--- src/rtl/core/ffve_pkg.sv ---
`timescale 1ns / 1ps
// ----------------------------------------------------------------------------
// ffve_pkg
// Shared types and constants of the form field value extractor.
// ----------------------------------------------------------------------------
package ffve_pkg;

	localparam int MAX_KEY_BYTES = 16;
	localparam int COUNT_BITS    = 12;

	localparam int KEY_LEN_W = 5;
	localparam int LIMIT_W   = 12;
	localparam int CFG_W     = 64;
	localparam int CFG_IDX_W = 2;

	localparam logic [7:0] CHAR_AMP = 8'h26;
	localparam logic [7:0] CHAR_EQ  = 8'h3D;

	localparam logic [CFG_IDX_W-1:0] CFG_KEY_LOW   = 2'd0;
	localparam logic [CFG_IDX_W-1:0] CFG_KEY_HIGH  = 2'd1;
	localparam logic [CFG_IDX_W-1:0] CFG_KEY_LEN   = 2'd2;
	localparam logic [CFG_IDX_W-1:0] CFG_VAL_LIMIT = 2'd3;

	typedef enum logic [1:0] {
		PH_MATCH = 2'd0,
		PH_SKIP  = 2'd1,
		PH_VALUE = 2'd2,
		PH_DONE  = 2'd3
	} phase_t;

	typedef struct packed {
		logic [63:0]          key_low;
		logic [63:0]          key_high;
		logic [KEY_LEN_W-1:0] key_len;
		logic [LIMIT_W-1:0]   val_limit;
	} cfg_t;

	typedef struct packed {
		phase_t                phase;
		logic [KEY_LEN_W-1:0]  name_pos;
		logic [COUNT_BITS-1:0] val_count;
	} body_state_t;

	typedef struct packed {
		logic       valid;
		logic [7:0] value_byte;
		logic       byte_valid;
		logic       found;
		logic       final_res;
	} result_t;

endpackage

--- src/rtl/core/ffve_cfg.sv ---
`timescale 1ns / 1ps
// ----------------------------------------------------------------------------
// ffve_cfg
// Configuration register file: key bytes, key length and value limit.
// ----------------------------------------------------------------------------
module ffve_cfg (
	input  logic                             clk,
	input  logic                             arst_n,
	input  logic                             cfg_we,
	input  logic [ffve_pkg::CFG_IDX_W-1:0]   cfg_index,
	input  logic [ffve_pkg::CFG_W-1:0]       cfg_data,
	output ffve_pkg::cfg_t                   cfg
);
	import ffve_pkg::*;

	cfg_t cfg_q;

	always_ff @(posedge clk or negedge arst_n) begin
		if (!arst_n) begin
			cfg_q.key_low   <= '0;
			cfg_q.key_high  <= '0;
			cfg_q.key_len   <= KEY_LEN_W'(1);
			cfg_q.val_limit <= LIMIT_W'(255);
		end else if (cfg_we) begin
			unique case (cfg_index)
				CFG_KEY_LOW:   cfg_q.key_low   <= cfg_data;
				CFG_KEY_HIGH:  cfg_q.key_high  <= cfg_data;
				CFG_KEY_LEN:   cfg_q.key_len   <= cfg_data[KEY_LEN_W-1:0];
				CFG_VAL_LIMIT: cfg_q.val_limit <= cfg_data[LIMIT_W-1:0];
				default:       ;
			endcase
		end
	end

	assign cfg = cfg_q;

endmodule

--- src/rtl/core/ffve_step.sv ---
`timescale 1ns / 1ps
// ----------------------------------------------------------------------------
// ffve_step
// Per-byte parser step: next body state and the result of one byte.
// ----------------------------------------------------------------------------
module ffve_step (
	input  ffve_pkg::cfg_t        cfg,
	input  ffve_pkg::body_state_t cur,
	input  logic [7:0]            body_byte,
	input  logic                  body_end,
	output ffve_pkg::body_state_t nxt,
	output ffve_pkg::result_t     res
);
	import ffve_pkg::*;

	localparam int CMP_W = (COUNT_BITS > LIMIT_W) ? COUNT_BITS : LIMIT_W;
	localparam logic [CMP_W-1:0] CMAX = CMP_W'((1 << COUNT_BITS) - 1);

	logic [KEY_LEN_W-1:0]  klen;
	logic [CMP_W-1:0]      lim;
	logic [127:0]          key_all;
	logic [7:0]            key_byte;
	logic                  last;
	logic                  emit;
	body_state_t           upd;

	always_comb begin
		klen = (cfg.key_len > KEY_LEN_W'(MAX_KEY_BYTES)) ? KEY_LEN_W'(MAX_KEY_BYTES)
			: cfg.key_len;
		lim = (CMP_W'(cfg.val_limit) > CMAX) ? CMAX : CMP_W'(cfg.val_limit);
		key_all  = {cfg.key_high, cfg.key_low};
		key_byte = key_all[cur.name_pos[3:0]*8 +: 8];
		last = body_end || (body_byte == 8'h00);
		emit = 1'b0;
		upd  = cur;

		if (body_byte != 8'h00) begin
			unique case (cur.phase)
				PH_MATCH: begin
					if (body_byte == CHAR_AMP) begin
						upd.name_pos = '0;
					end else if (cur.name_pos < klen) begin
						if (body_byte == key_byte)
							upd.name_pos = cur.name_pos + KEY_LEN_W'(1);
						else
							upd.phase = PH_SKIP;
					end else if (body_byte == CHAR_EQ) begin
						upd.phase     = PH_VALUE;
						upd.val_count = '0;
					end else begin
						upd.phase = PH_SKIP;
					end
				end
				PH_SKIP: begin
					if (body_byte == CHAR_AMP) begin
						upd.phase    = PH_MATCH;
						upd.name_pos = '0;
					end
				end
				PH_VALUE: begin
					if (body_byte == CHAR_AMP) begin
						upd.phase = PH_DONE;
					end else if (CMP_W'(cur.val_count) < lim) begin
						emit          = 1'b1;
						upd.val_count = cur.val_count + COUNT_BITS'(1);
					end
				end
				default: ;
			endcase
		end

		res.valid      = emit || last;
		res.value_byte = emit ? body_byte : 8'h00;
		res.byte_valid = emit;
		res.found      = (upd.phase == PH_VALUE) || (upd.phase == PH_DONE);
		res.final_res  = last;

		if (last) begin
			nxt.phase     = PH_MATCH;
			nxt.name_pos  = '0;
			nxt.val_count = '0;
		end else begin
			nxt = upd;
		end
	end

endmodule

--- src/rtl/core/form_field_value_extractor_core.sv ---
`timescale 1ns / 1ps
// ----------------------------------------------------------------------------
// form_field_value_extractor_core
// Finds a configured key in a form-encoded body and streams out its value.
// ----------------------------------------------------------------------------
// Body bytes enter on the slave stream, one per beat, with tlast on the last
// byte; a zero byte also ends the body. The block looks for the first segment
// (start of body or after '&') whose name equals the configured key and is
// followed by '='. Bytes of that value, up to value_limit, leave on the master
// stream with tuser[0] (byte_valid) and tuser[1] (found) set. At the end of
// each body one closing beat carries tlast; its tuser[1] tells whether the key
// was seen. No percent-decoding is done. Throughput is one body byte per clock
// while the master keeps up; an input register and an output register sit
// around a combinational parser step, and each result passes through both.
// The output register lets the next byte be taken while a result waits; a
// stalled master stops intake only once the input register also holds a byte
// with a pending result. Configuration registers are written via cfg_we/
// cfg_index/cfg_data and must only change while the block is idle.
// ----------------------------------------------------------------------------
module form_field_value_extractor_core (
	input  logic                           clk,
	input  logic                           arst_n,
	// config write port
	input  logic                           cfg_we,
	input  logic [ffve_pkg::CFG_IDX_W-1:0] cfg_index,
	input  logic [ffve_pkg::CFG_W-1:0]     cfg_data,
	// body stream in
	input  logic                           s_tvalid,
	output logic                           s_tready,
	input  logic [7:0]                     s_tdata,   // [7:0] body_byte
	input  logic                           s_tlast,   // body_end
	// value stream out
	output logic                           m_tvalid,
	input  logic                           m_tready,
	output logic [7:0]                     m_tdata,   // [7:0] value_byte
	output logic [1:0]                     m_tuser,   // [0] byte_valid, [1] found
	output logic                           m_tlast    // final_res
);
	import ffve_pkg::*;

	cfg_t        cfg;
	body_state_t state_q;
	body_state_t state_nxt;
	result_t     res;

	// input stage
	logic        valid_s1;
	logic [7:0]  byte_s1;
	logic        last_s1;

	// output stage
	logic        out_valid_q;
	logic [7:0]  out_byte_q;
	logic        out_bv_q;
	logic        out_found_q;
	logic        out_last_q;

	logic        out_free;
	logic        advance;

	ffve_cfg u_cfg (
		.clk       (clk),
		.arst_n    (arst_n),
		.cfg_we    (cfg_we),
		.cfg_index (cfg_index),
		.cfg_data  (cfg_data),
		.cfg       (cfg)
	);

	ffve_step u_step (
		.cfg       (cfg),
		.cur       (state_q),
		.body_byte (byte_s1),
		.body_end  (last_s1),
		.nxt       (state_nxt),
		.res       (res)
	);

	// A byte in s1 retires when it has no result or the output slot is free.
	assign out_free = !out_valid_q || m_tready;
	assign advance  = valid_s1 && (!res.valid || out_free);
	assign s_tready = !valid_s1 || advance;

	always_ff @(posedge clk or negedge arst_n) begin
		if (!arst_n) begin
			valid_s1 <= 1'b0;
		end else if (s_tready) begin
			valid_s1 <= s_tvalid;
		end
	end

	always_ff @(posedge clk) begin
		if (s_tready && s_tvalid) begin
			byte_s1 <= s_tdata;
			last_s1 <= s_tlast;
		end
	end

	// parser state commits only when the s1 byte retires
	always_ff @(posedge clk or negedge arst_n) begin
		if (!arst_n) begin
			state_q.phase     <= PH_MATCH;
			state_q.name_pos  <= '0;
			state_q.val_count <= '0;
		end else if (advance) begin
			state_q <= state_nxt;
		end
	end

	always_ff @(posedge clk or negedge arst_n) begin
		if (!arst_n) begin
			out_valid_q <= 1'b0;
		end else if (advance && res.valid) begin
			out_valid_q <= 1'b1;
		end else if (m_tready) begin
			out_valid_q <= 1'b0;
		end
	end

	always_ff @(posedge clk) begin
		if (advance && res.valid) begin
			out_byte_q  <= res.value_byte;
			out_bv_q    <= res.byte_valid;
			out_found_q <= res.found;
			out_last_q  <= res.final_res;
		end
	end

	assign m_tvalid = out_valid_q;
	assign m_tdata  = out_byte_q;
	assign m_tuser  = {out_found_q, out_bv_q};
	assign m_tlast  = out_last_q;

endmodule

--- config.mk ---
export PLATFORM = sky130hd
export DESIGN_NAME = form_field_value_extractor_core
export DESIGN_NICKNAME = d
export VERILOG_FILES = /design/src/rtl/core/ffve_pkg.sv /design/src/rtl/core/ffve_cfg.sv /design/src/rtl/core/ffve_step.sv /design/src/rtl/core/form_field_value_extractor_core.sv
export SDC_FILE = /design/constraint.sdc
export NUM_CORES = 1
export LEC_CHECK = 0
export BUFFER_PORTS_ARGS = -buffer_cell sky130_fd_sc_hd__buf_2
export CAP_MARGIN = 15
export CORE_MARGIN = 3
export CORE_UTILIZATION = 52
export CTS_CLUSTER_DIAMETER = 100
export DETAILED_ROUTE_END_ITERATION = 8
export PLACE_DENSITY_LB_ADDON = 0.12
export SYNTH_ARGS = -nofsm -noshare
export SYNTH_HDL_FRONTEND = slang
export SYNTH_HIERARCHICAL = 1
export SYNTH_SLANG_ARGS = --single-unit
--- constraint.sdc ---
create_clock -name clk -period 3 [get_ports clk]
set_input_delay 0.3 -clock clk [delete_from_list [all_inputs] [get_ports clk]]
set_output_delay 0.3 -clock clk [all_outputs]
set_load 0.02 [all_outputs]
# After elaboration in Yosys (flattened, before gate mapping)
# Index checks and enable logic that the tools add are counted.
# totals
regBits,186
in_bits,80
output_inout_bits,13
elab_cells,93
# classes
add_sub_neg,2
n_lt_le_gt_ge,4
n_eq_ne,18
n_shift,1
n_mux,27
reduce_logical,26
# op_table
cell,count
128-bit by 8-bit indexed part select with 8-bit output,1
12-bit 2-to-1 mux,6
19-bit 2-to-1 mux,2
12-bit case mux with 2 select lines,1
5-bit 2-to-1 mux,4
8-bit by 6-bit equality test with 1-bit output (second input constant),2
12-bit by 1-bit adder with 12-bit output (second input constant),1
12-bit greater-than comparator (second input constant),1
12-bit < comparator,1
2-bit equality test (second input constant),5
2-bit 2-to-1 mux,5
5-bit case mux with 2 select lines,1
3-bit by 1-bit != test with 1-bit output (second input constant),3
3-bit by 2-bit != test with 1-bit output (second input constant),3
8-bit equality test,1
8-bit zero test,1
4-bit by 1-bit != test with 1-bit output (second input constant),2
2-bit AND reduction,4
8-bit AND reduction,1
8-bit nonzero test,1
7-bit 2-to-1 mux,1
1-bit logical OR,6
1-bit 2-to-1 mux,6
2-bit case mux with 3 select lines,1
other kinds (10),18

# Longest topological paths before layout
# Gate-level depths: netlist of run 1.
# depth
depth_word,13
depth_mapped,14
ltp_nobuf,13

# By module
# Netlist of run 1, hierarchy kept.
# modules_own_cells
module,n_inst,cells_each,area_each_um2,seq_area_each_um2
ffve_cfg,1,309,5835.6,3639.7
ffve_step,1,302,2367.3,0.0
form_field_value_extractor_core,1,140,1805.5,1126.1

# Least setup slack after synthesis of run 1
# Ideal clock, no wire load.
# synth_path
path_type,reg2reg
startpoint,register state_q[12] in the netlist's numbering
endpoint,register state_q[13] in the netlist's numbering
setup_time_ps,128
t_arrival_ps,3185
required_time_ps,2872
path_slack_ps,-313
stages_incl_launch_ff,12
n_path_buf,2
period_less_slack_ps,3313
path_cell_list,dfrtp_1 buf_6 mux4_1 mux4_2 xor2_1 nor3b_2 or4b_1 buf_2 or3_1 a32o_1 nand2_1 o211ai_2
# synth_lines
element,line,text
"start, declared",form_field_value_extractor_core.sv:42,body_state_t state_q;
"start signal, assigned",form_field_value_extractor_core.sv:106,state_q <= state_nxt;

==> results of run 1 <==
==> report_power, final <==
part	internal (W)	switching, W
Combinational	0.000970	0.000708
Clock	0.00110	0.00105
Sequential	0.00297	0.000299
Total	0.00504	0.00206
==> worst register-to-register path, stage by stage (launching register included) <==
cell      delay, ns
dfrtp_4        0.51
buf_12         0.15
buf_12         0.13
buf_8          0.12
mux4_2         0.44
nand2_2        0.08
and2_4         0.13
xor2_1         0.13
a31oi_1        0.13
or4b_4         0.61
or3_4          0.36
a32o_1         0.22
nand2_1        0.08
o211ai_2       0.08
==> layout make-up <==
class                      count  area [sq um]  share of cell area (%)
inverter                      18          67.6                   0.580
tap                          260           325                    2.79
timing repair buffer         157          1090                    9.40
multi-input combinational    499          4820                    41.4
clock buffer                  19           433                    3.72
sequential                   186          4770                    41.0
clock inverter                13           135                    1.16
==> Yosys cell counts (16+ instances only) <==
cell / instances / share of area [%]
clkbuf_1: 16 / 0.60
dfrtp_1: 157 / 39
edfxtp_1: 20 / 6.0
ha_1: 17 / 2.1
inv_1: 17 / 0.64
mux2_2: 75 / 8.4
mux2_4: 70 / 11
mux2i_1: 20 / 2.0
mux4_2: 22 / 5.0
nand2_1: 54 / 2.0
nand2b_1: 21 / 1.3
nand3_1: 17 / 0.85
nand4b_1: 20 / 1.8
nor2_1: 17 / 0.64
o211ai_1: 18 / 1.4
==> metrics by stage <==
stage,total power [W],hold WS [ns],utilization (%),worst slack (ns),instance area (sq um)
5_1_grt,0.00747,0.0264,61.8,-0.417,11600
4_1_cts,0.00713,0.0284,61.4,-0.316,11600
3_5_place_dp,0.00492,0.400,57.8,-0.515,10900
6_report,0.00711,0.0475,61.8,-0.296,11600
3_3_place_gp,0.00486,0.388,57.8,-0.455,10900
2_1_floorplan,0.00431,0.00441,-,-0.222,10000
==> flip-flops by register name (all words and copies together), names as in the netlist <==
name / cells
u_cfg/cfg: 145
state_q: 19
byte_s1: 8
m_tdata: 8
last_s1: 1
m_tlast: 1
m_tvalid: 1
out_bv_q: 1
out_found_q: 1
valid_s1: 1
==> layer usage <==
metal,routed length [microns],global-route usage [%],part of all wire [%],up-vias
met2,11800,38.7,51,191
li1,-,-,-,3033
met5,0,0,0,-
met1,10200,32.2,44,3346
met4,308,5.30,1.3,0
met3,984,4.24,4.2,25
==> repair_timing <==
action | in CTS | in global routing
setup endpoints to repair | 7 | 12
pin swaps | 9 | 12
hold buffers | 1 | 0
hold endpoints to repair | 65 | 0
setup buffers | 5 | 1
resized for setup | 15 | 17
==> cells by family after synthesis <==
logic type	count (synthesis)	synth area share [%]
AND/OR/NAND/NOR	190	10.8
multiplexers	189	26.4
flip-flops	186	47.6
AO/OA/AOI/OAI	92	6.96
buffers and inverters	66	5.16
adder cells (fa/ha/maj)	17	2.13
XOR/XNOR	11	0.963
==> placed cells by master (no fill, tap or decap), types with 18 or more instances in the layout <==
master    Yosys  final
mux2i_1      20     18
mux2_2       75     75
o211ai_1     18     18
buf_4         5     52
mux2_4       70     70
dfrtp_1     157    155
mux4_2       22     24
nand2_1      54     51
nand4b_1     20     20
edfxtp_1     20     20
buf_2         8     90
nand2b_1     21     21
==> worst min path at each step <==
stage / start / to / slack [ns] / cells after the start
2_1_floorplan: arst_n / m_tvalid$_DFFE_PN0P_ / 0.004 / 0
3_3_place_gp: arst_n / state_q[6]$_DFFE_PN0P_ / 0.39 / 1
3_5_place_dp: arst_n / state_q[6]$_DFFE_PN0P_ / 0.40 / 1
4_1_cts: s_tdata[7] / byte_s1[7]$_DFFE_PP_ / 0.03 / 1
5_1_grt: s_tdata[1] / byte_s1[1]$_DFFE_PP_ / 0.03 / 1
6_report: s_tdata[7] / byte_s1[7]$_DFFE_PP_ / 0.05 / 1
==> out/results.ini, run 1 <==
[floorplanning]
die_w_microns=145
fp.dieH_microns=145
io_pins=93
placementRows=50
coreArea_sq_um=18800
initial_core_util_pct=53.1
die-area_sq_um=20900

[critical_path]
crit_path_end=state_q[13]$_DFFE_PN0P_
reg2reg_to=state_q[13]$_DFFE_PN0P_
cp_slowest_cell=or4b_4
worstPathCellList=buf_12 > buf_12 > buf_8 > mux4_2 > nand2_2 > and2_4 > xor2_1 > a31oi_1 > or4b_4 > or3_4 > a32o_1 > nand2_1 > o211ai_2
startpoint=state_q[12]$_DFFE_PN0P_
r2r-start=state_q[12]$_DFFE_PN0P_
crit_top_cell=buf_12
worst-path-stages=13
crit_buf_inv=3
worstRegToRegCells=13
crit_family=simple AND/OR/NAND/NOR gates
slowest_delay_ns=0.61
critPathRequiredTime_ns=3.30
arrival_ns=3.60
cp-end-kind=flop
r2r_setup_slack_ns=-0.30
crit_fanout=7
setup.worst_path.start_class=flop
path_class=reg2reg

[timing]
slew_headroom_pct=44.2
report.final.slew_viol_count=0
fmax_mhz=303
finalCritPeriodShare_pct=110
min_period_ns=3.30
hold_viol_final=0
tns_ns=-1.36
rsz0062_at_grt=yes
skew_ns=0.00764
final-setup-viol-count=6
worst-slew-pin-transition_ns=0.838
fin_ws_ns=-0.296

[grt]
grtUsageTotal_pct=23.3
grt_max_degree=79
grt-ovfl-total=0
grt_pass1_vias=6836
antenna_found_initial=0
grt_pass1_wl_microns=37700

[status]
violations=setup timing
status=complete, but fails checks

[clock_tree]
cts_max_level=4
cts_tree=done
root_buffer=clkbuf_16
worstSkewPairLatency_ns=0.43
cts-buffers-inserted=17
clkSlewWorstSetupHoldPaths_ns=0.07
clock_path_buffers=2
cts_sinks=186

[yosys]
synth.distinct_cells=61
synth-edff-count=20
yosys_register_bits=186
syn_inst=751
ys.flop_type=dfrtp_1
avgSynthCellArea_sq_um=13.3
syn-num-nets=848
ys_async_sr_fraction_pct=89.2
yosys_warnings=6
netlist_area_sq_um=10000
seq_area_frac_synth_pct=47.6

[final_layout]
fin_cells=1152
fillers=1461
syn2layout_area_growth_pct=16.3
diodes=0
fin_nets=976
drive_gt1_share_pct=44.8

[route]
wire_per_inst_microns=20.2
drc=0
drt-total-wl_microns=23300
num_vias=6595
avgViaCountPerCell=5.72
drt_first_pass_iters=5
drt_iter0_drc=470
detail-route-antenna-nets=0

[hold_path]
hold_class=in2reg

[placed_design]
place_hpwl_microns=16600
place_inst=1113
gp_congestion=0.911
port_buffers=92

[power]
powerDensity_nw_per_um2=610
irDropWorstVdd_mv=0.414
p_leak_nw=5.15

[job]
drv_cap=0

Note: power is estimated with default switching activity, not from simulation.
==> inputs of run 2 (changes only) <==
CORE_UTILIZATION = 50   (was 52)
==> run 2 against run 1 <==
  * The run still ends with setup timing left
  * First-iteration DRC count grew 10%
  * Critical path type unchanged
  * Die area grew 3.8%
  * Via count grew 1.3%
  * Design area grew 0.21%
  * Clock skew grew 0.0027 ns
  * Hold slack lost 0.0056 ns
  * Wire length grew 2.0%
  * Critical endpoint is now state_q[14]$_DFFE_PN0P_
  * Core utilization shrank 2.3 points
==> out/results.ini, run 2 (same netlist as run 1, synthesis figures left out) <==
[route]
drt_iter0_drc=518
wire_per_inst_microns=20.5
drt_first_pass_iters=5
dr.max_layer_used=met4
drt-total-wl_microns=23800
detail-route-antenna-nets=0
num_vias=6678
avgViaCountPerCell=5.75
met1_length_microns=10400
route.met3.wl_microns=1000
wl_met2_microns=12000
drc=0

[final_layout]
diodes=0
syn2layout_area_growth_pct=16.6
fillers=1566
final_core_util_pct=59.6
drive_gt1_share_pct=44.3
fin_cells=1161
fin_area_sq_um=11700
mostFrequentLayoutCells=156 x dfrtp_1, 90 x buf_2, 75 x mux2_2, 70 x mux2_4, 57 x buf_4
mostFrequentLayoutCell=dfrtp_1
largest_reg_flops=145
fin_nets=980

[clock_tree]
cts-buffers-inserted=17
clock_path_buffers=2
worstSkewPairLatency_ns=0.44
cts_sinks=186
clkSlewWorstSetupHoldPaths_ns=0.07
cts_tree=done
root_buffer=clkbuf_16
cts_max_level=4

[floorplanning]
die_w_microns=147
coreArea_sq_um=19600
initial_core_util_pct=51.1
io_pins=93
die-area_sq_um=21800
placementRows=51
fp.dieH_microns=147

[critical_path]
setup.worst_path.start_class=flop
critPathRequiredTime_ns=3.35
path_class=reg2reg
reg2reg_to=state_q[14]$_DFFE_PN0P_
cp_slowest_cell=mux4_2
worstPathCellList=buf_12 > mux4_2 > mux4_2 > xor2_1 > nor3b_2 > or4b_4 > buf_4 > o31a_1 > a21oi_1 > nand2_1 > o211ai_1
slowest_delay_ns=0.51
r2r_setup_slack_ns=-0.30
arrival_ns=3.64
cp-end-kind=flop
worstRegToRegCells=11
crit_path_end=state_q[14]$_DFFE_PN0P_
crit_fanout=10
crit_top_cell=mux4_2
r2r-start=state_q[12]$_DFFE_PN0P_
startpoint=state_q[12]$_DFFE_PN0P_

[status]
violations=setup timing
status=complete, but fails checks

[timing]
worst-slew-pin-transition_ns=0.589
finalCritPeriodShare_pct=110
hold_viol_final=0
report.final.slew_viol_count=0
rsz0062_at_grt=yes
final-setup-viol-count=6
fin_ws_ns=-0.298
skew_ns=0.0104
tns_ns=-1.39
min_period_ns=3.30
slew_headroom_pct=60.4
fmax_mhz=303

[placed_design]
postPlaceCellArea_sq_um=10900
gp_congestion=0.871
place_inst=1119
place_hpwl_microns=17000
port_buffers=92

[power]
p_int_w=0.00512
p_seq_share_pct=45.6
clkPwrFrac_pct=31.6
p_comb_share_pct=22.8
swShare_pct=28.7
irDropWorstVdd_mv=0.468
p_leak_nw=5.18
p_switching_w=0.00206
powerDensity_nw_per_um2=616

[grt]
grt_pass1_wl_microns=39100
grt_pass1_vias=6941
grt_max_degree=65
grt-ovfl-total=0
grtUsageTotal_pct=22.8
antenna_found_initial=0

[job]
drv_cap=0

[hold_path]
hold_class=in2reg

-- run 2: worst min-delay path by stage --
| stage | end | depth (start not counted) | slack, ns | startpoint |
|---|---|---|---|---|
| floorplan | m_tvalid$_DFFE_PN0P_ | 0 | 0.004 | arst_n |
| global placement | state_q[4]$_DFFE_PN0P_ | 1 | 0.27 | arst_n |
| detailed placement | state_q[6]$_DFFE_PN0P_ | 1 | 0.28 | arst_n |
| CTS | byte_s1[6]$_DFFE_PP_ | 1 | 0.02 | s_tdata[6] |
| global route | byte_s1[5]$_DFFE_PP_ | 1 | 0.01 | s_tdata[5] |
| finish | byte_s1[1]$_DFFE_PP_ | 1 | 0.04 | s_tdata[1] |
-- run 2: power groups by stage --
stage | sequential (W) | clock [W] | combinational [W]
after floorplan | 0.00319 | 0 | 0.00112
after global placement | 0.00331 | 0 | 0.00155
after detailed placement | 0.00332 | 0 | 0.00160
after CTS | 0.00328 | 0.00233 | 0.00162
after global routing | 0.00333 | 0.00242 | 0.00179
final | 0.00328 | 0.00227 | 0.00164
-- run 2: critical path: cells and delay by family, from the launching register on --
family                 cells  cell delay [ns]
multiplexers               2             0.98
AND/OR/NAND/NOR            3             0.73
AO/OA/AOI/OAI              3             0.56
flip-flops                 1             0.44
buffers and inverters      2             0.33
XOR/XNOR                   1             0.16
-- run 2: area by class of cell --
cell class                 instances  area [sq um]  area share (%)
clock buffer                      18           439            3.76
sequential                       186          4770            40.9
timing repair buffer             161          1120            9.61
tap                              265           332            2.84
inverter                          18          67.6           0.579
clock inverter                    14           163            1.39
multi-input combinational        499          4780            41.0
-- run 2: timing repair --
item	in CTS	in global routing
endpoints found under the setup margin	7	14
hold buffers	1	0
endpoints found under the hold margin	42	0
gates cloned	1	0
buffers inserted	5	3
resized for setup	8	14
pin swaps	3	6
-- run 2: layer usage --
layer | vias to the layer above | GRT usage (%)
met5 | - | 0
met4 | 0 | 6.01
met3 | 29 | 4.14
met2 | 192 | 37.7
met1 | 3410 | 31.4
li1 | 3047 | -
-- run 2: stage by stage --
step	hold WS (ns)	setup WS, ns	power, W
6_report	0.0419	-0.298	0.00719
4_1_cts	0.0220	-0.284	0.00723
3_5_place_dp	0.281	-0.356	0.00492
5_1_grt	0.0147	-0.413	0.00754
2_1_floorplan	0.00441	-0.222	0.00431
3_3_place_gp	0.271	-0.275	0.00485
==> inputs of run 3 (changes only) <==
ABC_AREA = 1   (was not set)
SYNTH_HIERARCHICAL = not set   (was 1)
clock period = 3.5 ns   (was 3 ns; I/O delays follow)
==> run 3 against run 2 <==
  * The flow finishes with violations (hold timing)
  * Sequential share of layout area grew 4.7 points
  * Setup slack improved by 0.93 ns
  * Critical path depth did not move
  * Cell count grew 27%
  * Largest cell class is now sequential cells
  * Largest power group unchanged
==> out/results.ini, run 3 <==
[timing]
finalCritPeriodShare_pct=81.9
worst-slew-pin-transition_ns=1.01
rsz0062_at_grt=no
final-setup-viol-count=0
hold_viol_final=4
tns_ns=0
report.final.slew_viol_count=0
slew_headroom_pct=32.7
min_period_ns=2.87
hold-worst-slack_ns=-0.0121
skew_ns=0.0133
fmax_mhz=349

[grt]
grt_max_degree=110
grt-ovfl-total=0
grt_pass1_vias=7413
grt_pass1_wl_microns=39000
antenna_found_initial=0
grtUsageTotal_pct=24.5

[power]
p_leak_nw=5.27
p_seq_share_pct=44.6
p_int_w=0.00403
total_power_w=0.00603
irDropWorstVdd_mv=0.383
p_switching_w=0.00201
p_comb_share_pct=22.9
clkPwrFrac_pct=32.5
swShare_pct=33.3
powerDensity_nw_per_um2=577

[final_layout]
fin_area_sq_um=10500
drive_gt1_share_pct=15.1
diodes=0
largest_reg_flops=145
fin_nets=1331
syn2layout_area_growth_pct=12.5
mostFrequentLayoutCells=361 x nand2_1, 171 x o21ai_0, 156 x dfrtp_1, 128 x inv_1, 91 x buf_2
mostFrequentLayoutCell=nand2_1
fin_cells=1476
fillers=1708

[placed_design]
place_inst=1444
port_buffers=92
gp_congestion=0.884
postPlaceCellArea_sq_um=9870
place_hpwl_microns=16900

[clock_tree]
cts_hold_buf=0
cts_sinks=186
root_buffer=clkbuf_16
cts_setup_buffers=0
cts_max_level=4
clkSlewWorstSetupHoldPaths_ns=0.07
clock_path_buffers=2
cts_tree=done
worstSkewPairLatency_ns=0.44
cts-buffers-inserted=17
cts_resized=0

[route]
wire_per_inst_microns=16.2
drc=0
route.met3.wl_microns=1500
drt-total-wl_microns=24000
dr.max_layer_used=met4
drt_iter0_drc=663
detail-route-antenna-nets=0
avgViaCountPerCell=5.28
wl_met2_microns=10800
drt_first_pass_iters=5
met1_length_microns=11200
num_vias=7786

[yosys]
seq_area_frac_synth_pct=51.2
netlist_area_sq_um=9300
yosys_warnings=0
ys_top_cells_by_count=361 x nand2_1, 171 x o21ai_0, 157 x dfrtp_1
syn_inst=1169
yosysMostFrequentCell=nand2_1
syn-num-nets=1266
yosysTopAreaCell=dfrtp_1
ys.flop_type=dfrtp_1
synth.distinct_cells=39
synth-edff-count=20
avgSynthCellArea_sq_um=7.96
synth.area.top_cells=dfrtp_1 42%, nand2_1 15%, o21ai_0 9.2%
synth_top_area_share_pct=42.2
yosys_register_bits=186
ys_async_sr_fraction_pct=89.2

[floorplanning]
initial_core_util_pct=51.2
fp.dieH_microns=142
coreArea_sq_um=18100
placementRows=49
die-area_sq_um=20300
die_w_microns=142
io_pins=93

[critical_path]
cp-end-kind=output port
setup.worst_path.start_class=flop
path_class=reg2out
arrival_ns=2.52
crit_fanout=10
critPathRequiredTime_ns=3.15

[status]
violations=hold timing
status=complete, but fails checks

[hold_path]
hold_class=in2async

[job]
drv_cap=0

## run 3: cell count changes in the layout (fill, tap and decap cells not counted), moves of 24 or more
cell	previous run	this run
buf_4	57	9
inv_1	17	128
mux2_2	75	0
mux2_4	70	0
mux4_2	24	0
nand2_1	52	361
nand3_1	16	68
nor2_1	17	76
o21ai_0	8	171
## run 3: layout make-up
class                   count  area [sq um]  area share (%)
flip-flops and latches    186          4770            45.6
multi-input cells         790          3750            35.9
repair buffers            102           554            5.30
inverters                 137           514            4.92
clock buffers              20           447            4.27
well taps                 229           287            2.74
clock inverters            12           139            1.33
## run 3: cells by family after synthesis
logic type	synth area share, %
compound gates	13.1
simple gates	24.2
xor+xnor	0.565
fa+ha+maj	2.29
flops	51.2
buf+inv	8.68
## run 3: through the flow
step | hold WS (ns) | worst slack (ns) | util (%)
after floorplan | 0.0544 | 1.13 | -
after global placement | 0.463 | 0.913 | 54.4
after detailed placement | 0.469 | 0.833 | 54.4
after CTS | 0.0723 | 0.632 | 57.6
after global routing | 0.0767 | 0.396 | 57.6
final | -0.0121 | 0.635 | 57.6
## run 3: power groups by stage
stage	sequential [W]	clock, W	combinational (W)
6_report	0.00269	0.00196	0.00138
5_1_grt	0.00273	0.00206	0.00158
4_1_cts	0.00269	0.00198	0.00138
3_5_place_dp	0.00273	0	0.00137
3_3_place_gp	0.00273	0	0.00136
2_1_floorplan	0.00267	0	0.00101
## run 3: final timing paths
path	start	to	slack (ns)	cells after the start
max	u_cfg.cfg[7]$_DFFE_PN1P_	s_tready	0.63	11
min	arst_n	u_cfg.cfg[31]$_DFFE_PN0P_	-0.01	1
max reg2reg	byte_s1[2]$_DFFE_PP_	m_tlast$_DFFE_PP_	0.80	10
min reg2reg	u_cfg.cfg[130]$_DFFE_PN0P_	u_cfg.cfg[130]$_DFFE_PN0P_	0.48	2
max in group asynchronous	arst_n	u_cfg.cfg[7]$_DFFE_PN1P_	2.49	2
min in group clk	s_tdata[2]	byte_s1[2]$_DFFE_PP_	0.09	1
## run 3: per-layer routing
metal / track usage [%] / vias up
met3: 5.14 / 42
li1: - / 3853
met5: 0 / -
met2: 37.1 / 250
met4: 7.65 / 0
met1: 35.6 / 3641
## run 3: worst max-delay path: stages, from the launching register on
cell,delay (ns)
dfstp_2,0.54
inv_1,0.04
ha_1,0.29
a21oi_1,0.13
o21ai_0,0.09
a21oi_1,0.16
nand3_2,0.10
nor2_1,0.14
nand2_2,0.15
nand2_2,0.12
nand3_1,0.14
buf_2,0.19
